`src/design/cpcr_frac_div.sv`:
```
module cpcr_frac_div #(
    parameter int W  = 32,
    parameter int QW = 17
) (
    input  logic          i_clk,
    input  logic          i_en,
    input  logic [W-1:0]  i_num,
    input  logic [W-1:0]  i_den,
    output logic [QW-1:0] o_quo
);
    // Quotient floor(num * 2^(QW-1) / den) for num <= den, one bit per stage
    logic [W-1:0]  w_rem [0:QW-1];
    logic [W-1:0]  w_den [0:QW-1];
    logic [QW-1:0] w_quo [0:QW];

    assign w_rem[0] = i_num;
    assign w_den[0] = i_den;
    assign w_quo[0] = '0;

    for (genvar k = 0; k < QW; k++) begin : g_step
        logic [W:0]    w_trial;
        logic          w_ge;
        logic [QW-1:0] n_quo;
        logic [QW-1:0] r_quo;

        if (k == 0) begin : g_first
            assign w_trial = {1'b0, w_rem[k]};
        end else begin : g_next
            assign w_trial = {w_rem[k], 1'b0};
        end

        assign w_ge  = (w_trial >= {1'b0, w_den[k]});
        assign n_quo = {w_quo[k][QW-2:0], w_ge};

        always_ff @(posedge i_clk) begin
            if (i_en) begin
                r_quo <= n_quo;
            end
        end
        assign w_quo[k+1] = r_quo;

        if (k < QW - 1) begin : g_rem
            logic [W:0]   w_diff;
            logic [W-1:0] n_rem;
            logic [W-1:0] r_rem;
            logic [W-1:0] r_den;
            assign w_diff = w_trial - {1'b0, w_den[k]};
            assign n_rem  = w_ge ? w_diff[W-1:0] : w_trial[W-1:0];
            always_ff @(posedge i_clk) begin
                if (i_en) begin
                    r_rem <= n_rem;
                    r_den <= w_den[k];
                end
            end
            assign w_rem[k+1] = r_rem;
            assign w_den[k+1] = r_den;
        end
    end

    assign o_quo = w_quo[QW];

endmodule

```
`config.mk`:
```
export PLATFORM = sky130hd
export DESIGN_NAME = cpcr_frac_div
export DESIGN_NICKNAME = d
export VERILOG_FILES = /design/src/design/cpcr_frac_div.sv
export SDC_FILE = /design/constraint.sdc
export NUM_CORES = 2
export LEC_CHECK = 0
export BUFFER_PORTS_ARGS = -buffer_cell sky130_fd_sc_hd__buf_4
export CORE_ASPECT_RATIO = 1.1
export CORE_UTILIZATION = 60
export CTS_BUF_LIST = sky130_fd_sc_hd__clkbuf_4 sky130_fd_sc_hd__clkbuf_8
export DETAILED_ROUTE_END_ITERATION = 8
export PLACE_DENSITY_LB_ADDON = 0.25
export SLEW_MARGIN = 20
export SYNTH_ARGS = -nofsm -noshare
export SYNTH_HDL_FRONTEND = slang
export SYNTH_SLANG_ARGS = --single-unit
```
`constraint.sdc`:
```
create_clock -name i_clk -period 11.15 [get_ports i_clk]
set_input_delay 1.115 -clock i_clk [delete_from_list [all_inputs] [get_ports i_clk]]
set_output_delay 1.115 -clock i_clk [all_outputs]
set_load 0.005 [all_outputs]
```
Yosys cells after proc, flatten, opt, wreduce, memory -nomap -nowiden
Cells that the tools add are included.
{ "totals": {"mem_count": 0, "ff_bits": 1177, "output_inout_bits": 17, "ram_bits": 0, "elab_cells": 113, "in_bits": 66, "romBits": 0, "latch_bits": 0} }
{ "classes": {"multipliers": 0, "magnitude_cmp": 17, "div": 0, "eq_ne": 0, "reduce_logical": 0, "n_mux": 16, "addsub": 16, "n_shift": 0, "bitwise_logic": 0} }
{ "ops": {"columns": ["operator", "n"], "rows": [
  ["$ge A33 B32 Y1", 16],
  ["$mux W32", 16],
  ["$sub A32 B32 Y32", 16],
  ["$ge A32 B32 Y1", 1]
]} }

Logic depth before layout (Yosys ltp)
{ "logic_depth": {"ltp_word": 2, "mapped_depth": 15, "depth_no_buf": 13} }

Worst setup path before layout
OpenSTA, ideal clock, no wires.
{ "synth_path": {"path_type": "input to register", "start": "input i_num[0]", "end": "register g_step[0].g_rem.r_rem[28], data pin", "arrival_time_ps": 3870, "path_slack_ps": 7018, "required_time_ps": 10888, "path_stages": 13, "setup_ps": 262, "n_path_buf": 0, "cell_sequence": "inv_1 -> ha_1 -> fa_1 -> nor2b_1 -> o31a_1 -> o41ai_2 -> a211oi_1 -> a311oi_1 -> o41a_1 -> o21a_1 -> o41ai_1 -> xor2_1 -> mux2_1"} }
{ "synth_between": {"elab_chain_len": 2, "word_cells_on_any_way": 3, "classes_between": "add/sub: 1; order compare: 1; mux: 1"} }
{ "synth_rtl": {"columns": ["item", "line_no", "rtl"], "rows": [
  ["start, declared", "7", "input logic [W-1:0] i_num,"],
  ["$sub A32 B32 Y32 or $ge A32 B32 Y1 (tied branches)", "47, 32", null],
  ["$mux W32 (*)", "48", "assign n_rem = w_ge ? w_diff[W-1:0] : w_trial[W-1:0];"],
  ["via g_step[0].g_rem.n_rem[28]", "44", "logic [W-1:0] n_rem;"],
  ["end signal, assigned", "51", "r_rem <= n_rem;"],
  ["end, declared", "45", "logic [W-1:0] r_rem;"]
]} }
Mark *: on every way through the listed nets, which the timed path passes. The rest lies on a longest branch.
A chain may end at the register's enable or synchronous reset.

Worst setup path in the final report
{ "layout_path": {"start": "register g_step[0].g_rem.r_rem[1]", "end": "register g_step[1].g_rem.r_rem[26], data pin"} }
{ "layout_between": {"elab_chain_len": 2, "word_cells_on_any_way": 3, "classes_between": "add/sub: 1; order compare: 1; mux: 1"} }
{ "layout_rtl": {"columns": ["item", "line_no"], "rows": [
  ["$sub A32 B32 Y32 or $ge A33 B32 Y1 (tied branches)", "47, 32"],
  ["$mux W32 (*)", "48"],
  ["via g_step[1].g_rem.n_rem[26]", "44"],
  ["end signal, assigned", "51"],
  ["end, declared", "45"]
]} }
Marked as above.

==> flow_summary.yaml <==
status:
  status: "finished, final reports clean"
pwr:
  internal-power_mw: 13.2
  p_leak_nw: 31.5
  power_frac_seq_pct: 33.8
  vdd_drop_max_mv: 0.175
  pwr-share-comb_pct: 48.9
  p_per_area_nw_per_um2: 284
  p_switching_mw: 8.36
  switching_share_pct: 38.8
  p_clk_share_pct: 17.3
  p_total_mw: 21.5
synth:
  synthesis.area_sq_um: 69800
  yosysUniqueCellTypes: 89
  synth_top_area_share_pct: 50.6
  synth_ff_type: "edfxtp_1"
  synthArstFlopShare_pct: 0
  synth_area_leader_cell: "edfxtp_1"
  syn_nets: 7002
  synth-edff-count: 1177
  yosysSeqAreaShare_pct: 50.6
  yosys_warnings: 0
  synthCells: 6377
  syn_avg_cell_area_sq_um: 10.9
  synthTopCellsByArea: "edfxtp_1 (51%), ha_1 (9.7%), inv_1 (3.7%)"
  ys_ff_latch: 1177
routing:
  first_pass_iters: 6
  post_drt_wl_per_cell_um: 18.9
  vias: 48100
  drt_iter0_drc: 2422
  ant_nets: 0
  vias_per_cell: 5.87
  routed_wl_mm: 155
  drc: 0
clock_network:
  clkTransAtPathRegs_ps: 60
  cts_resized: 0
  cts_num_sinks: 1177
  clock_path_buffers: 3
  insertion_delay_ps: 910
  cts-root-buf: "clkbuf_8"
  cts_tree: "done"
  post_cts_buffers: 0
  cts_max_level: 4
  cts_made_buffers: 196
  cts_hold_buf: 0
timing:
  tightest_slew_ps: 1140
  period_minus_slack_ps: 4620
  setup_tns_ps: 0
  fin_crit_sh_pct: 41.4
  slew_headroom_pct: 23.8
  rsz0062_at_grt: "no"
  finClkSkew_ps: 46.4
  fmax_mhz: 217
  hold_viol_final: 0
  setup_viol: 0
  drv_slew: 0
setup_path:
  reg2reg_depth: 12
  rr_endpoint: "g_step[1].g_rem.r_rem[26]"
  worstPathRequired_ps: 11770
  cp_max_fo: 4
  crit_arrival_ps: 5230
  critPathCaptureType: "register"
  r2r_slack_ps: 6530
  start_kind: "register"
  crit_end: "g_step[1].g_rem.r_rem[26]"
  timing.rr.start: "g_step[0].g_rem.r_rem[1]"
  critical_path_class: "register to register"
  setup.worst_path.start: "g_step[0].g_rem.r_rem[1]"
grt:
  top_usage_layer: "met2"
  grt.met3_usage_pct: 3.34
  grt_util_met2_pct: 54.4
  grt_pass1_wl_mm: 244
  track_usage_pct: 26.2
  first_global_vias: 50100
  antenna_found_initial: 1
  grt_max_degree: 200
  overflow: 0
  grtUsageMet1_pct: 21.6
placed_design:
  port-buffer-count: 82
  place.gp.congestion: 0.972
  dp_hpwl_mm: 118
  place_inst: 7847
finish:
  fin_nets: 7152
  layout.cells.most_common: "edfxtp_1"
  area.growth.synth_to_final_pct: 8.69
  layout-drive-gt1-share_pct: 10.1
  layout.cells.non_filler: 8205
  layout_common_cells: "edfxtp_1 (1177), inv_1 (682), ha_1 (543)"
floorplanning:
  design.die.area_sq_um: 118000
  die_w_um: 327
  start_util_pct: 60.8
  die_h_um: 360
  ios: 83
  core_area_sq_um: 115000
  rows: 130
run:
  maxCapViolations: 0
worst_hold_path:
  min_path_type: "input pin to register"
==> layout make-up <==
class,count,area [sq um]
Fill cell,8697,39000
Timing Repair Buffer,117,936
Clock inverter,100,658
Multi-Input combinational cell,4352,31300
Sequential cell,1177,35300
Inverter,683,2560
Tap cell,1518,1900
Antenna cell,3,7.51
Clock buffer,255,3150
==> cell families (layout without fill, tap and decap cells) <==
logic type / after synthesis / in the layout / share of synthesized area [%]
AOI/OAI and AO/OA: 1737 / 1737 / 15.7
and+or+nand+nor: 1390 / 1390 / 9.55
DFF: 1177 / 1177 / 50.6
buffers and inverters: 848 / 1155 / 4.62
adders and majority gates: 559 / 559 / 10.2
xor gates and xnor gates: 408 / 408 / 5.12
muxes: 258 / 258 / 4.15
other: 0 / 3 / 0
==> registers in the layout, summed over array words and instances (netlist names) <==
register            count
g_step.g_rem.r_rem    512
o_quo                  17
g_step.r_quo          136
g_step.g_rem.r_den    512
==> how the worst min path moves through the flow <==
| stage | endpoint | depth (start not counted) | start | slack, ps |
|---|---|---|---|---|
| 2_1_floorplan | g_step[10].r_quo[10] | 0 | g_step[9].r_quo[9] | 400 |
| 3_3_place_gp | o_quo[14] | 0 | g_step[15].r_quo[13] | 400 |
| 3_5_place_dp | g_step[10].r_quo[3] | 0 | g_step[9].r_quo[2] | 400 |
| 4_1_cts | g_step[0].g_rem.r_den[13] | 1 | i_den[13] | 270 |
| 5_1_grt | g_step[0].g_rem.r_den[10] | 1 | i_den[10] | 320 |
| 6_report | g_step[0].g_rem.r_den[13] | 1 | i_den[13] | 400 |
==> power by group through the flow <==
stage	combinational (mW)	clock, mW	sequential (mW)
2_1_floorplan	8.01	0	7.09
3_3_place_gp	10.2	0	7.30
3_5_place_dp	10.4	0	7.34
4_1_cts	10.5	3.82	7.26
5_1_grt	11.6	4.00	7.39
6_report	10.5	3.73	7.27
==> synthesized netlist by cell type (all sizes together), types with 67 or more instances <==
cell type and number:
o21bai 67, ha 543, o21a 88, a31oi 69
xnor2 260, nand2b 75, nor3 79, nand3 96
edfxtp 1177, nand4 85, xor2 148, nor2 349
nand2 429, nor2b 74, mux2 249, a21oi 487
o21ai 437, inv 683, a21o 259, clkbuf 137
==> worst max-delay path, cell delays in order (launching register included) <==
cell,delay (ps)
edfxtp_1,400
ha_1,380
nor2b_1,160
o21a_1,180
o21ai_0,410
a21oi_1,240
a2111oi_0,860
o31ai_1,210
buf_4,220
a31oi_1,530
nor3_1,110
or3b_1,360
mux2_2,290
==> through the flow <==
step / instance area [sq um] / worst slack [ps] / util [%] / hold WS, ps
2_1_floorplan: 69800 / 7020 / - / 400
5_1_grt: 75900 / 6390 / 66.1 / 316
4_1_cts: 75900 / 6550 / 66.1 / 275
6_report: 75900 / 6530 / 66.1 / 396
3_5_place_dp: 72100 / 5930 / 62.7 / 405
3_3_place_gp: 72100 / 5990 / 62.7 / 400
==> layer usage <==
layer / vias to the layer above / routed length (um)
li1: 23700 / -
met1: 22700 / 49400
met2: 1132 / 89700
met3: 555 / 4400
met4: 0 / 11700
met5: - / 0
Power figures use the tool's default switching activity.
