**src/design/cpcr_pkg.sv**
```systemverilog
package cpcr_pkg;

    // Configuration register indexes
    typedef enum logic [0:0] {
        REG_RADIUS      = 1'b0,
        REG_RESTITUTION = 1'b1
    } t_reg_idx;

    localparam int CFG_W    = 30;
    localparam int RADIUS_W = 30;
    localparam int REST_W   = 18;
    localparam int HEAT_W   = 31;

    localparam logic [RADIUS_W-1:0] RADIUS_RST = 30'd65536;
    localparam logic [REST_W-1:0]   REST_RST   = 18'd32768;

    // Integer square root: 63-bit radicand, 32-bit root, one result bit per stage
    localparam int SQRT_IN_W  = 63;
    localparam int SQRT_OUT_W = 32;
    localparam int SQRT_STEPS = 32;

    // floor(x / 10) == (x * RECIP10) >> RECIP10_SHIFT for any 32-bit x
    localparam logic [31:0] RECIP10       = 32'hCCCC_CCCD;
    localparam int          RECIP10_SHIFT = 35;

    localparam logic [HEAT_W-1:0] HEAT_MAX = 31'h7FFF_FFFF;

endpackage

```
**src/design/cpcr_isqrt.sv**
```systemverilog
module cpcr_isqrt (
    input  logic                            i_clk,
    input  logic                            i_en,
    input  logic [cpcr_pkg::SQRT_IN_W-1:0]  i_val,
    output logic [cpcr_pkg::SQRT_OUT_W-1:0] o_root
);
    import cpcr_pkg::*;

    localparam int AW = SQRT_IN_W + 1;

    logic [AW-1:0] w_v   [0:SQRT_STEPS-1];
    logic [AW-1:0] w_res [0:SQRT_STEPS];

    assign w_v[0]   = AW'(i_val);
    assign w_res[0] = '0;

    // One digit-pair of the classic shift-and-subtract root per stage
    for (genvar k = 0; k < SQRT_STEPS; k++) begin : g_step
        localparam logic [AW-1:0] BIT = AW'(1) << (SQRT_IN_W - 1 - 2 * k);
        logic [AW-1:0] w_trial;
        logic          w_ge;
        logic [AW-1:0] n_res;
        logic [AW-1:0] r_res;

        assign w_trial = w_res[k] + BIT;
        assign w_ge    = (w_v[k] >= w_trial);
        assign n_res   = w_ge ? ((w_res[k] >> 1) + BIT) : (w_res[k] >> 1);

        always_ff @(posedge i_clk) begin
            if (i_en) begin
                r_res <= n_res;
            end
        end
        assign w_res[k+1] = r_res;

        if (k < SQRT_STEPS - 1) begin : g_rem
            logic [AW-1:0] n_v;
            logic [AW-1:0] r_v;
            assign n_v = w_ge ? (w_v[k] - w_trial) : w_v[k];
            always_ff @(posedge i_clk) begin
                if (i_en) begin
                    r_v <= n_v;
                end
            end
            assign w_v[k+1] = r_v;
        end
    end

    assign o_root = w_res[SQRT_STEPS][SQRT_OUT_W-1:0];

endmodule

```
**config.mk**
```make
export PLATFORM = sky130hd
export DESIGN_NAME = cpcr_isqrt
export DESIGN_NICKNAME = d
export VERILOG_FILES = /design/src/design/cpcr_pkg.sv /design/src/design/cpcr_isqrt.sv
export SDC_FILE = /design/constraint.sdc
export NUM_CORES = 2
export LEC_CHECK = 0
export ABC_AREA = 0
export BUFFER_PORTS_ARGS = -buffer_cell sky130_fd_sc_hd__buf_2
export CORE_MARGIN = 2
export CORE_UTILIZATION = 40
export CTS_CLUSTER_DIAMETER = 80
export CTS_CLUSTER_SIZE = 25
export DETAILED_ROUTE_END_ITERATION = 12
export SLEW_MARGIN = 15
export SYNTH_ARGS = -nofsm -noshare
export SYNTH_HDL_FRONTEND = slang
export SYNTH_SLANG_ARGS = --single-unit
```
**constraint.sdc**
```tcl
create_clock -name i_clk -period 4.1 [get_ports i_clk]
set_input_delay 1.025 -clock i_clk [delete_from_list [all_inputs] [get_ports i_clk]]
set_output_delay 1.025 -clock i_clk [all_outputs]
set_load 0.01 [all_outputs]
```
# Yosys cells after proc, flatten, opt, wreduce, memory -nomap -nowiden

Index checks and enable logic that the tools add are counted.

Bits in registers: 4000
Bits of input ports: 65
Output and inout port bits: 32
Word-level logic and storage cells: 282

Add/sub/neg operators: 93
Order comparisons: 32
Mux-type cells: 63

Operators by type and width:

| kind                     | count |
|---|---|
| $mux W63                 | 32 |
| $ge A64 B64 Y1           | 31 |
| $mux W64                 | 30 |
| $sub A64 B64 Y64         | 30 |
| $add A63 B11 Y64 const B | 1 |
| $add A63 B13 Y64 const B | 1 |
| $add A63 B15 Y64 const B | 1 |
| $add A63 B17 Y64 const B | 1 |
| $add A63 B19 Y64 const B | 1 |
| $add A63 B21 Y64 const B | 1 |
| $add A63 B23 Y64 const B | 1 |
| $add A63 B25 Y64 const B | 1 |
| $add A63 B27 Y64 const B | 1 |
| $add A63 B29 Y64 const B | 1 |
| $add A63 B3 Y64 const B  | 1 |
| $add A63 B31 Y64 const B | 1 |
| $add A63 B33 Y64 const B | 1 |
| $add A63 B35 Y64 const B | 1 |
| $add A63 B37 Y64 const B | 1 |
| $add A63 B39 Y64 const B | 1 |
| $add A63 B41 Y64 const B | 1 |
| $add A63 B43 Y64 const B | 1 |
| $add A63 B45 Y64 const B | 1 |
| $add A63 B47 Y64 const B | 1 |
| other kinds (45)         | 45 |

# Depth between registers and ports, before layout

Depth after elaboration: 3
Gate-level depth with buffers: 14
Gate-level depth less buffers: 12

# Least setup slack after synthesis

Ideal clock, no wire load.

Path kind: register to register
Start: reg g_step[27].g_rem.r_v[34]
End: reg g_step[28].g_rem.r_v[53], data pin
Setup time: 266 ps
Arrival: 3287 ps
Required time: 3834 ps
Slack: 547 ps
Cell stages (with the launch flop): 14
Buffers on the path: 3
Period minus slack after synthesis: 3553 ps
Cells stage by stage: edfxtp_1 ha_1 buf_2 nand4_1 or4_1 or4_1 o21ai_1 nor2_1 and2_1 clkbuf_1 or4_1 clkbuf_1 nor3_1 xor2_1

Cells in the longest elaborated chain, start to end: 2
Elaborated cells between the ends (all ways): 3
Those cells by class: add/sub: 1; order compare: 1; mux: 1

RTL lines:

| what                                               | RTL line                           | text |
|---|---|---|
| start: declaration                                 | cpcr_isqrt.sv:38                   | `logic [AW-1:0] r_v;` |
| start signal: assignment                           | cpcr_isqrt.sv:42                   | `r_v <= n_v;` |
| $sub A64 B64 Y64 or $ge A64 B64 Y1 (tied branches) | cpcr_isqrt.sv:39, cpcr_isqrt.sv:26 |  |
| $mux W64 *                                         | cpcr_isqrt.sv:39                   | `assign n_v = w_ge ? (w_v[k] - w_trial) : w_v[k];` |
| via g_step[28].g_rem.n_v[53]                       | cpcr_isqrt.sv:37                   | `logic [AW-1:0] n_v;` |
| end signal: assignment                             | cpcr_isqrt.sv:42                   |  |
| end: declaration                                   | cpcr_isqrt.sv:38                   |  |

The timed path passes the listed nets; every way through them passes the cells marked *.
A chain may end at the register's enable or synchronous reset.

# Worst setup path in the final report

Start: reg g_step[26].r_res[21]
End: reg g_step[27].g_rem.r_v[46], data pin

Cells in the longest elaborated chain, start to end: 3
Elaborated cells between the ends (all ways): 4
Those cells by class: add/sub: 2; order compare: 1; mux: 1

RTL lines:

| what                                               | RTL line                           | text |
|---|---|---|
| start: declaration                                 | cpcr_isqrt.sv:23                   | `logic [AW-1:0] r_res;` |
| start signal: assignment                           | cpcr_isqrt.sv:31                   | `r_res <= n_res;` |
| $add A64 B9 Y64 *                                  | cpcr_isqrt.sv:25                   | `assign w_trial = w_res[k] + BIT;` |
| $sub A64 B64 Y64 or $ge A64 B64 Y1 (tied branches) | cpcr_isqrt.sv:39, cpcr_isqrt.sv:26 |  |
| $mux W64 *                                         | cpcr_isqrt.sv:39                   |  |
| via g_step[27].g_rem.n_v[46]                       | cpcr_isqrt.sv:37                   |  |

Marks and branches as above.

==> results.txt <==
The fmax is 253.8 MHz. The number of warnings issued by yosys came out at 0. The weighted congestion reported at the end of routability-driven placement came out at 0.9523. Pin placement for this block handled 97 I/O pins. Summing all non-filler instances in the final layout gives an area of 132600 sq um. The total clock buffers created by CTS is 152. The number of pins exceeding their max-slew limit in the final report is 0. The clock period minus worst slack is 3.940 ns. The clock passes through at most 4 buffers.

The worst endpoint data arrival time is 4.57 ns. Prior to clock tree synthesis, the placed netlist has a worst setup slack of -0.2563 ns. Yosys mapped a number of flops with a built-in enable equal to 2512. In the routed design, unresolved DRC markers number 0. The fraction of the mapped netlist area in simple logic gates is 0.1201.

The share of the synthesized area in the top cell type came out at 0.6269. The die boundary width came out at 552.5 um. The height of the chip came out at ~550 um. Setup repair after global routing left no endpoint under its margin.

Sorting the synthesized cells by area gives the leading types as edfxtp_1 63%, ha_1 5.8%, xnor2_1 3.6%. The actual slew at the worst max-slew pin came out at 0.9541 ns. The required time of the critical path came out at around 4.7 ns.

The clock-pin slew of the registers on the worst-case setup and hold paths is 0.09 ns. The slowest stage of the critical path is the edfxtp_1 cell. The die footprint came out at 305200 sq um. In this design, the stage delay of the slowest critical-path cell is 0.57 ns. After global routing the overflow that remains totals 0.

The final worst clock skew came out at 0.06796 ns. For this block, the routed nets add up to 316900 um of wire. The clock root buffer master is clkbuf_16. The synthesized-area fraction occupied by xor and xnor cells is 0.06515. The largest family of logic cells by synthesized area is simple AND/OR/NAND/NOR gates. The area share of fa/ha/maj cells after synthesis came out at 0.05781. The initial core utilization came out at 0.4017. For this design the static power due to leakage is 49.32 nW. Of the available clock period, the critical path in the final layout requires 0.9610. The number of DRC violations after detailed-routing iteration 0 came out at slightly below 6k. The cell that appears most often on the critical path is buf_4. TritonCTS built the clock tree. In the synthesized netlist, the number of instances is between 9k and 10k. After legalization and detailed placement, the total HPWL measured around 250000 um.

The number of nets in the layout came out at between 10k and 15k. Hold repair after CTS inserted 0 buffers. The number of rows created at floorplan came out at 201. By count the netlist is led by 2512 x edfxtp_1, 691 x inv_1, 638 x a21oi_1.

From synthesis to final layout, the design area changed by 10.20%. For this design the ratio of total power to cell area is 520.9 nW/um^2. The portion of the post-synthesis area used by sequential elements came out at 0.6269. The share of synthesized registers carrying an async set or reset is 0.

The utilization of the core after routing came out at 0.4427. The clock latency on the worst-skew pair came out at roughly 0.91 ns. Detailed routing inserted a total of roughly 76k vias. The routed via count divided by cell count is between 5 and 6. The wire length per cell after detailed routing came out at 22.71 um. The highest ir drop seen on vdd came out at about 390 uV. Of all cell types, the one taking the most synthesized area is edfxtp_1. The post-synthesis mux area share is 0.007300.

The global routing usage summed across all routing layers came out at 0.2030. The run finished with clean final reports. A synthesized cell averages 12.56 sq um.

The count of input and output buffers came out at 96. In this run, synthesis produced a sequential element count of 2512. The worst hold-check path type is input pin to register. The final count of hold timing violations is 0.

The worst setup path is of the register to register kind. The number of distinct library cells after synthesis came out at 92. The max capacitance violation total is 0. The number of global-route vias before repair is 76.63k. The floorplan core area came out at 299500 sq um.

The worst setup path is captured at a register. In the final layout, the share of cells above drive strength 1 is 0.07863. The placed instances occupy a cell area of 127700 sq um. The first-pass detailed-route iteration total is 6. The smallest setup slack after layout came out at 0.1601 ns. Setup violations remaining at the end of the flow were counted as 0. The TritonCTS sink count is 2512.

The normalized max-slew margin is 0.3590. The complex-gate fraction of the synthesized area came out at 0.09415. The maximum number of pins on one net before global-route repair is 88.

The maximum fanout encountered on the critical timing path came out at 5. STA classifies the critical path startpoint as a register. The number of antenna violations at the first check in global routing is 3. The signal on the critical path passes through inv_1, ha_1, nand4_1, nor4_4, buf_4, o211ai_1, buf_4, o211ai_1, buf_4, a21boi_4, buf_4, nor4_1, o31a_1, nand3_1, xnor2_1. The count of H-tree levels built during CTS is 4. The first global-routing pass estimated 474100 um of wire. The number of routed nets with antenna violations is 0. The summed negative setup slack over all endpoints is 0 ns.

By instance count, the leading cell after synthesis is edfxtp_1. For this run, the leading register cell type out of synthesis is edfxtp_1. The post-synthesis instance area is 120300 sq um.
-- stage by stage --
stage / power [W] / hold slack [ns] / instances
after floorplan: 0.04621 / 0.4166 / 9579
after global placement: 0.05275 / 0.4213 / 13720
after detailed placement: 0.05292 / 0.4285 / 13720
after CTS: 0.06941 / 0.2234 / 13950
after global routing: 0.07244 / 0.2403 / 13960
final: 0.06907 / 0.2882 / 13960
-- layer usage --
metal,global-route usage,routed length [um]
met2,0.3804,167600
met1,0.2132,114200
met5,0,0
met3,0.02092,10400
met4,0.1372,24770
-- repair_timing --
item / in CTS / in global routing
endpoints found under the setup margin: 9 / 35
buffers inserted: 0 / 1
gates resized for setup: 4 / 15
endpoints found under the hold margin: 0 / 0
-- cells in the final DEF, fill, tap and decap left out, types with 18 or more instances in the layout --
cell type	netlist	routed
nand2b_1	101	101
nand2_1	587	586
and3_1	58	57
or4_1	88	87
nand4b_1	21	21
buf_2	13	95
o31ai_1	36	34
nor2b_1	68	68
nand4_1	165	165
nor3_1	268	267
a31oi_1	53	53
o21bai_1	51	51
or2_2	43	43
a21boi_0	18	18
a21o_1	223	223
o21ai_0	429	424
nand3b_1	36	36
mux2_2	70	70
xor2_1	399	399
nand3_1	163	163
and2_1	25	25
nor2_1	633	633
a21oi_1	638	637
edfxtp_1	2512	2512
buf_12	0	37
or3_1	92	91
buf_4	5	256
nor4b_1	46	45
nor4_1	310	308
and4_1	24	24
ha_1	556	556
a211oi_1	54	54
xnor2_1	496	496
inv_1	691	691
clkbuf_16	0	155
o21a_1	98	98
o211ai_1	63	63
-- sequential cells by signal (all words and copies together) (netlist names) --
| signal | count |
|---|---|
| g_step.r_res | 528 |
| g_step.g_rem.r_v | 1984 |
-- path summary, 6_finish.rpt --
| check | from | end | slack, ns | depth (start not counted) |
|---|---|---|---|---|
| setup / recovery | g_step[26].r_res[21] | g_step[27].g_rem.r_v[46] | 0.16 | 15 |
| hold / removal | i_val[8] | g_step[0].g_rem.r_v[8] | 0.29 | 1 |
| setup reg to reg | g_step[26].r_res[21] | g_step[27].g_rem.r_v[46] | 0.16 | 15 |
| hold reg to reg | g_step[21].g_rem.r_v[6] | g_step[22].g_rem.r_v[6] | 0.42 | 0 |
-- area by class of cell --
type / instances / area (sq um)
Clock inverter: 78 / 955.9
Timing Repair Buffer: 389 / 3149
Multi-Input combinational cell: 6165 / 41600
Antenna cell: 4 / 10.01
Inverter: 695 / 2611
Sequential cell: 2512 / 75430
Clock buffer: 157 / 3886
Fill cell: 26950 / 166900
Tap cell: 3958 / 4952
-- worst max-delay path, delay by kind of cell (launching register included) --
kind	cells	cell delay, ns
buffers and inverters	5	0.78
flip-flops	1	0.57
XOR/XNOR	1	0.29
AO/OA/AOI/OAI	4	0.62
AND/OR/NAND/NOR	4	1.13
adder cells (fa/ha/maj)	1	0.31
-- report_power, final --
group	leakage, nW	internal, W	switching [W]
combinational	22.8	0.00699	0.00987
clock	2.36	0.00763	0.00884
sequential	24.2	0.0326	0.00314
-- cell families (layout without fill, tap and decap cells) --
kind of cell / Yosys count / after routing
other: 1 / 6
and+or+nand+nor: 2790 / 2790
muxes: 79 / 79
buffers and inverters: 902 / 1319
xor gates and xnor gates: 895 / 895
DFF: 2512 / 2512
adders and majority gates: 556 / 556
AOI/OAI and AO/OA: 1843 / 1843
Note: power is estimated with default switching activity, not from simulation.
